===== src/rvx_pkg.sv =====
// ---------------------------------------------------------------------------
// rvx_pkg
// Shared types and codes for the rv64i subset execute unit: opcodes, command
// and status codes, register indexes and the controller/datapath interface.
// ---------------------------------------------------------------------------
`default_nettype none

package rvx_pkg;

    // item command codes
    localparam logic [2:0] CMD_STEP  = 3'd0;
    localparam logic [2:0] CMD_RDREG = 3'd1;
    localparam logic [2:0] CMD_WRREG = 3'd2;
    localparam logic [2:0] CMD_RDMEM = 3'd3;
    localparam logic [2:0] CMD_WRMEM = 3'd4;

    // result status codes
    localparam logic [2:0] STS_OK      = 3'd0;
    localparam logic [2:0] STS_ILLEGAL = 3'd1;
    localparam logic [2:0] STS_FAULT   = 3'd2;
    localparam logic [2:0] STS_PAST    = 3'd3;
    localparam logic [2:0] STS_BADREG  = 3'd4;

    // configuration register indexes
    localparam logic [1:0] CFG_CODE_LIMIT = 2'd0;
    localparam logic [1:0] CFG_BP_EN      = 2'd1;
    localparam logic [1:0] CFG_BP_ADDR    = 2'd2;

    // debug register index of the program counter
    localparam logic [5:0] REG_PC = 6'd32;

    // opcodes
    localparam logic [6:0] OP_LOAD  = 7'h03;
    localparam logic [6:0] OP_IMM   = 7'h13;
    localparam logic [6:0] OP_AUIPC = 7'h17;
    localparam logic [6:0] OP_IMMW  = 7'h1b;
    localparam logic [6:0] OP_STORE = 7'h23;
    localparam logic [6:0] OP_REG   = 7'h33;
    localparam logic [6:0] OP_LUI   = 7'h37;
    localparam logic [6:0] OP_REGW  = 7'h3b;
    localparam logic [6:0] OP_JALR  = 7'h67;
    localparam logic [6:0] OP_JAL   = 7'h6f;

    // funct3 codes
    localparam logic [2:0] F3_ADD  = 3'd0;
    localparam logic [2:0] F3_SLT  = 3'd2;
    localparam logic [2:0] F3_BYTE = 3'd0;
    localparam logic [2:0] F3_WORD = 3'd2;
    localparam logic [2:0] F3_DBL  = 3'd3;
    localparam logic [6:0] F7_ADD  = 7'd0;

    // controller to datapath commands
    typedef struct packed {
        logic clear;
        logic accept;
        logic check;
        logic rd_seq;
        logic wr_seq;
        logic decode;
        logic rs1;
        logic exec;
        logic achk;
        logic lwb;
        logic regrd;
        logic finish;
    } rvx_cmd_t;

    // datapath to controller status
    typedef struct packed {
        logic clr_done;
        logic seq_done;
        logic chk_fail;
        logic is_step;
        logic is_rdreg;
        logic is_rdmem;
        logic is_wrmem;
        logic ex_illegal;
        logic ex_mem;
        logic ex_load;
        logic acc_fault;
        logic out_full;
    } rvx_sts_t;

endpackage

`default_nettype wire


===== src/rvx_ctrl.sv =====
// ---------------------------------------------------------------------------
// rvx_ctrl
// Sequencer for the execute unit: memory clearing after reset, item intake,
// fetch, decode, execute, data access and result hand-off.
// ---------------------------------------------------------------------------
`default_nettype none

module rvx_ctrl
    import rvx_pkg::*;
(
    input  wire logic     clk,
    input  wire logic     rst_n,
    input  wire logic     in_valid,
    output logic          in_stall,
    input  wire rvx_sts_t sts,
    output rvx_cmd_t      ctl
);

    typedef enum logic [14:0] {
        S_CLEAR  = 15'b000000000000001,
        S_IDLE   = 15'b000000000000010,
        S_CHECK  = 15'b000000000000100,
        S_FETCH  = 15'b000000000001000,
        S_DECODE = 15'b000000000010000,
        S_RS1    = 15'b000000000100000,
        S_EXEC   = 15'b000000001000000,
        S_ACHK   = 15'b000000010000000,
        S_LOAD   = 15'b000000100000000,
        S_LWB    = 15'b000001000000000,
        S_STORE  = 15'b000010000000000,
        S_MRD    = 15'b000100000000000,
        S_MWR    = 15'b001000000000000,
        S_REGRD  = 15'b010000000000000,
        S_FINISH = 15'b100000000000000
    } state_t;

    state_t state_reg;
    state_t state_next;

    // state register
    always_ff @(posedge clk or negedge rst_n)
    begin
        if (!rst_n)
        begin
            state_reg <= S_CLEAR;
        end
        else
        begin
            state_reg <= state_next;
        end
    end

    // next state
    always_comb
    begin
        state_next = state_reg;
        case (state_reg)
            S_CLEAR:
            begin
                if (sts.clr_done)
                    state_next = S_IDLE;
            end
            S_IDLE:
            begin
                if (in_valid)
                    state_next = S_CHECK;
            end
            S_CHECK:
            begin
                if (sts.chk_fail)
                    state_next = S_FINISH;
                else if (sts.is_step)
                    state_next = S_FETCH;
                else if (sts.is_rdreg)
                    state_next = S_REGRD;
                else if (sts.is_rdmem)
                    state_next = S_MRD;
                else if (sts.is_wrmem)
                    state_next = S_MWR;
                else
                    state_next = S_FINISH;
            end
            S_FETCH:
            begin
                if (sts.seq_done)
                    state_next = S_DECODE;
            end
            S_DECODE:
            begin
                state_next = S_RS1;
            end
            S_RS1:
            begin
                state_next = S_EXEC;
            end
            S_EXEC:
            begin
                if (sts.ex_illegal)
                    state_next = S_FINISH;
                else if (sts.ex_mem)
                    state_next = S_ACHK;
                else
                    state_next = S_FINISH;
            end
            S_ACHK:
            begin
                if (sts.acc_fault)
                    state_next = S_FINISH;
                else if (sts.ex_load)
                    state_next = S_LOAD;
                else
                    state_next = S_STORE;
            end
            S_LOAD:
            begin
                if (sts.seq_done)
                    state_next = S_LWB;
            end
            S_LWB:
            begin
                state_next = S_FINISH;
            end
            S_STORE, S_MRD, S_MWR:
            begin
                if (sts.seq_done)
                    state_next = S_FINISH;
            end
            S_REGRD:
            begin
                state_next = S_FINISH;
            end
            S_FINISH:
            begin
                if (!sts.out_full)
                    state_next = S_IDLE;
            end
            default:
            begin
                state_next = S_IDLE;
            end
        endcase
    end

    // commands to the datapath
    always_comb
    begin
        in_stall   = (state_reg != S_IDLE);
        ctl        = '0;
        ctl.clear  = (state_reg == S_CLEAR);
        ctl.accept = (state_reg == S_IDLE) && in_valid;
        ctl.check  = (state_reg == S_CHECK);
        ctl.rd_seq = (state_reg == S_FETCH) || (state_reg == S_LOAD) || (state_reg == S_MRD);
        ctl.wr_seq = (state_reg == S_STORE) || (state_reg == S_MWR);
        ctl.decode = (state_reg == S_DECODE);
        ctl.rs1    = (state_reg == S_RS1);
        ctl.exec   = (state_reg == S_EXEC);
        ctl.achk   = (state_reg == S_ACHK);
        ctl.lwb    = (state_reg == S_LWB);
        ctl.regrd  = (state_reg == S_REGRD);
        ctl.finish = (state_reg == S_FINISH);
    end

endmodule

`default_nettype wire


===== config.mk =====
export PLATFORM = sky130hd
export DESIGN_NAME = rvx_ctrl
export DESIGN_NICKNAME = d
export VERILOG_FILES = /design/src/rvx_pkg.sv /design/src/rvx_ctrl.sv
export SDC_FILE = /design/constraint.sdc
export NUM_CORES = 1
export LEC_CHECK = 0
export ABC_AREA = 0
export BUFFER_PORTS_ARGS = -buffer_cell sky130_fd_sc_hd__buf_2
export CORE_UTILIZATION = 46
export DETAILED_ROUTE_END_ITERATION = 7
export GPL_TIMING_DRIVEN = 0
export PLACE_DENSITY_LB_ADDON = 0.12
export SLEW_MARGIN = 20
export SYNTH_ARGS = -nofsm -noshare
export SYNTH_HDL_FRONTEND = slang
export SYNTH_SLANG_ARGS = --single-unit

===== constraint.sdc =====
create_clock -name clk -period 2.1 [get_ports clk]
set_input_delay 0.105 -clock clk [delete_from_list [all_inputs] [get_ports clk]]
set_output_delay 0.105 -clock clk [all_outputs]
set_load 0.005 [all_outputs]

==> flow_summary.toml <==
[outcome]
status = "complete, but fails checks"
violations = "negative setup slack"

[timing]
fmax_mhz = 454
grt_setup_unrepaired = "true"
finalCritPeriodShare = 1.05
hold_viol_final = 0
worst_pin_slew_ps = 375
layout_setup_ws_ps = -100
maxSlewHeadroom = 0.748
fin_skew_ps = 7.27
drv_slew = 0
finalSetupViolCount = 8
fin_crit_ps = 2200

[cells_and_area]
antenna_cells = 0
drive_gt1_frac = 0.433
finish.instance_area_um2 = 1430
largest_register_ffs = 15
nets = 187
fill_cells = 170
area_growth_pct = 43.3

[floorplan]
die_y_um = 48.6
coreArea_um2 = 2000
dieWidth_um = 48.6
initial_core_util = 0.500
ios = 28
rows = 16
die_area_um2 = 2370

[worst_setup_path]
cp.arrival_ps = 2100
crit_required_ps = 2000
crit_type = "reg -> out"
r2r-start = "state_reg[8]"
cp_max_fo = 5
cp-start-kind = "register"
crit_path_end_kind = "primary output"
cp-startpoint = "state_reg[0]"

[route]
wirelength_um = 2970
viasPerCell = 6.03
drt_iter0_drc = 55
drt_first_pass_iters = 4
post-route-drc-count = 0
vias = 1193
ant_nets = 0
wl_per_cell_um = 15.0

[hold_path]
min_path_type = "in -> reg"
holdCritStartpoint = "sts[8]"

[run]
maxCapViolCount = 0

[cts]
cts_buffers = 3
clkLatencyLatePin_ps = 280
cts_tree = "built"
cts-root-buf = "clkbuf_4"
clockBufferDepth = 2
clkTransAtPathRegs_ps = 90
cts_sinks = 15
htreeDepth = 1

[synthesis]
ys_seq_area_frac = 0.376
avgSynthCellArea_um2 = 8.27
synth_top_area_share = 0.350
yosys.area.top_type = "dfrtp_1"
ys_ff_latch = 15
synth_area_um2 = 1000
ys_warn_count = 0
synthArstFlopShare = 1.00
synthTopCellsByCount = "nor2_1, dfrtp_1, nor3_1"
synth_most_common_cell = "nor2_1"
synth_nets = 136
netlist_instances = 121
synth.distinct_cells = 35
synth_ff_type = "dfrtp_1"
synth-edff-count = 0
synth.area.top_cells = "dfrtp_1, nor3_1, nor2_1, nor4_1, nand2_1"

[global_route]
antenna_found_initial = 0
overflow = 0
grt_pass1_wl_um = 5200
grt_pass1_vias = 1158
track_usage = 0.280
grt_max_degree = 16

[power]
switching_share = 0.401
p_clk_frac = 0.146
seqPwrFrac = 0.314
finalPower_uw = 1130
p_int_uw = 679
power.density_nw_per_um2 = 791
irDropWorstVdd_mv = 0.644
p_sw_uw = 455
power_frac_comb = 0.540
leakage_uw = 0.000706

[placed_design]
dp_hpwl_um = 1790
io_buffers = 27
gp_congestion = 0.832
placed_cell_area_um2 = 1170
-- cell families (layout without fill, tap and decap cells) --
group	after synthesis	in the layout	share of synthesized area
AO/OA/AOI/OAI	17	17	0.116
AND/OR/NAND/NOR	76	76	0.435
flip-flops	15	15	0.376
XOR/XNOR	4	4	0.0350
buffers and inverters	9	59	0.0375
-- per-stage QoR --
step / util / cells / setup WS, ps / hold WS [ps] / setup TNS (ps)
detailed placement: 0.584 / 175 / -160 / 32.4 / -874
global route: 0.716 / 198 / -195 / 28.4 / -1440
floorplan: - / 121 / 5.43 / -191 / 0
finish: 0.716 / 198 / -100 / 24.8 / -305
CTS: 0.690 / 195 / -70.4 / 22.4 / -221
global placement: 0.584 / 175 / -150 / 29.6 / -746
-- power groups by stage --
stage	sequential [uW]	clock, uW	combinational, uW
CTS	350	169	534
detailed placement	363	0	416
floorplan	353	0	303
global route	359	184	671
finish	356	166	613
global placement	361	0	410
-- cells in the final DEF (no fill, tap or decap), types with 2 or more instances in the layout --
cell type      instances
a21oi_1                3
a22o_1                 3
buf_2                 27
buf_4                 20
clkbuf_4               3
dfrtp_1               10
dfrtp_2                4
dlygate4sd3_1          2
inv_1                  5
nand2_1               10
nand2b_1               4
nand3_1                4
nand3_2                2
nand4_1                2
nor2_1                15
nor3_1                10
nor3_4                 2
nor4_1                 5
nor4b_1                3
o21a_1                 2
o21ai_1                2
o22ai_1                3
or4_4                  4
or4b_2                 3
xor2_1                 3
-- final timing paths --
kind,endpoint,slack (ps),depth (start not counted)
setup reg to reg,state_reg[11],-90,6
min in group asynchronous,state_reg[7],240,2
setup / recovery,ctl[6],-100,4
max in group asynchronous,state_reg[0],1550,2
hold reg to reg,state_reg[4],600,2
hold / removal,state_reg[13],20,2
-- worst max-delay path: stages, from the launching register on --
cell	delay, ps
dfstp_2	400
or4_4	560
or3_4	410
nor4b_1	270
buf_2	170
-- what timing repair did --
action | CTS | global route
gates resized for setup | 13 | 9
setup buffers | 16 | 4
hold buffers | 2 | 0
endpoints found under the setup margin | 18 | 19
hold endpoints to repair | 15 | 0
pin swaps | 2 | 3
-- final cells by class --
class | instances | area [um^2] | area share
buffer | 1 | 5.00 | 0.00349
clock buffer | 4 | 26.3 | 0.0183
inverter | 5 | 18.8 | 0.0131
multi-input combinational | 97 | 663 | 0.462
sequential | 15 | 382 | 0.266
tap | 27 | 33.8 | 0.0236
timing repair buffer | 49 | 305 | 0.213
-- layer usage --
layer / vias to the layer above / routed length (um) / GRT usage
met2: 61 / 1500 / 0.477
met1: 572 / 1210 / 0.364
met3: 9 / 195 / 0.0346
li1: 551 / - / -
met5: - / 0 / 0
met4: 0 / 65 / 0.0980
(Power assumes the default switching activity.)
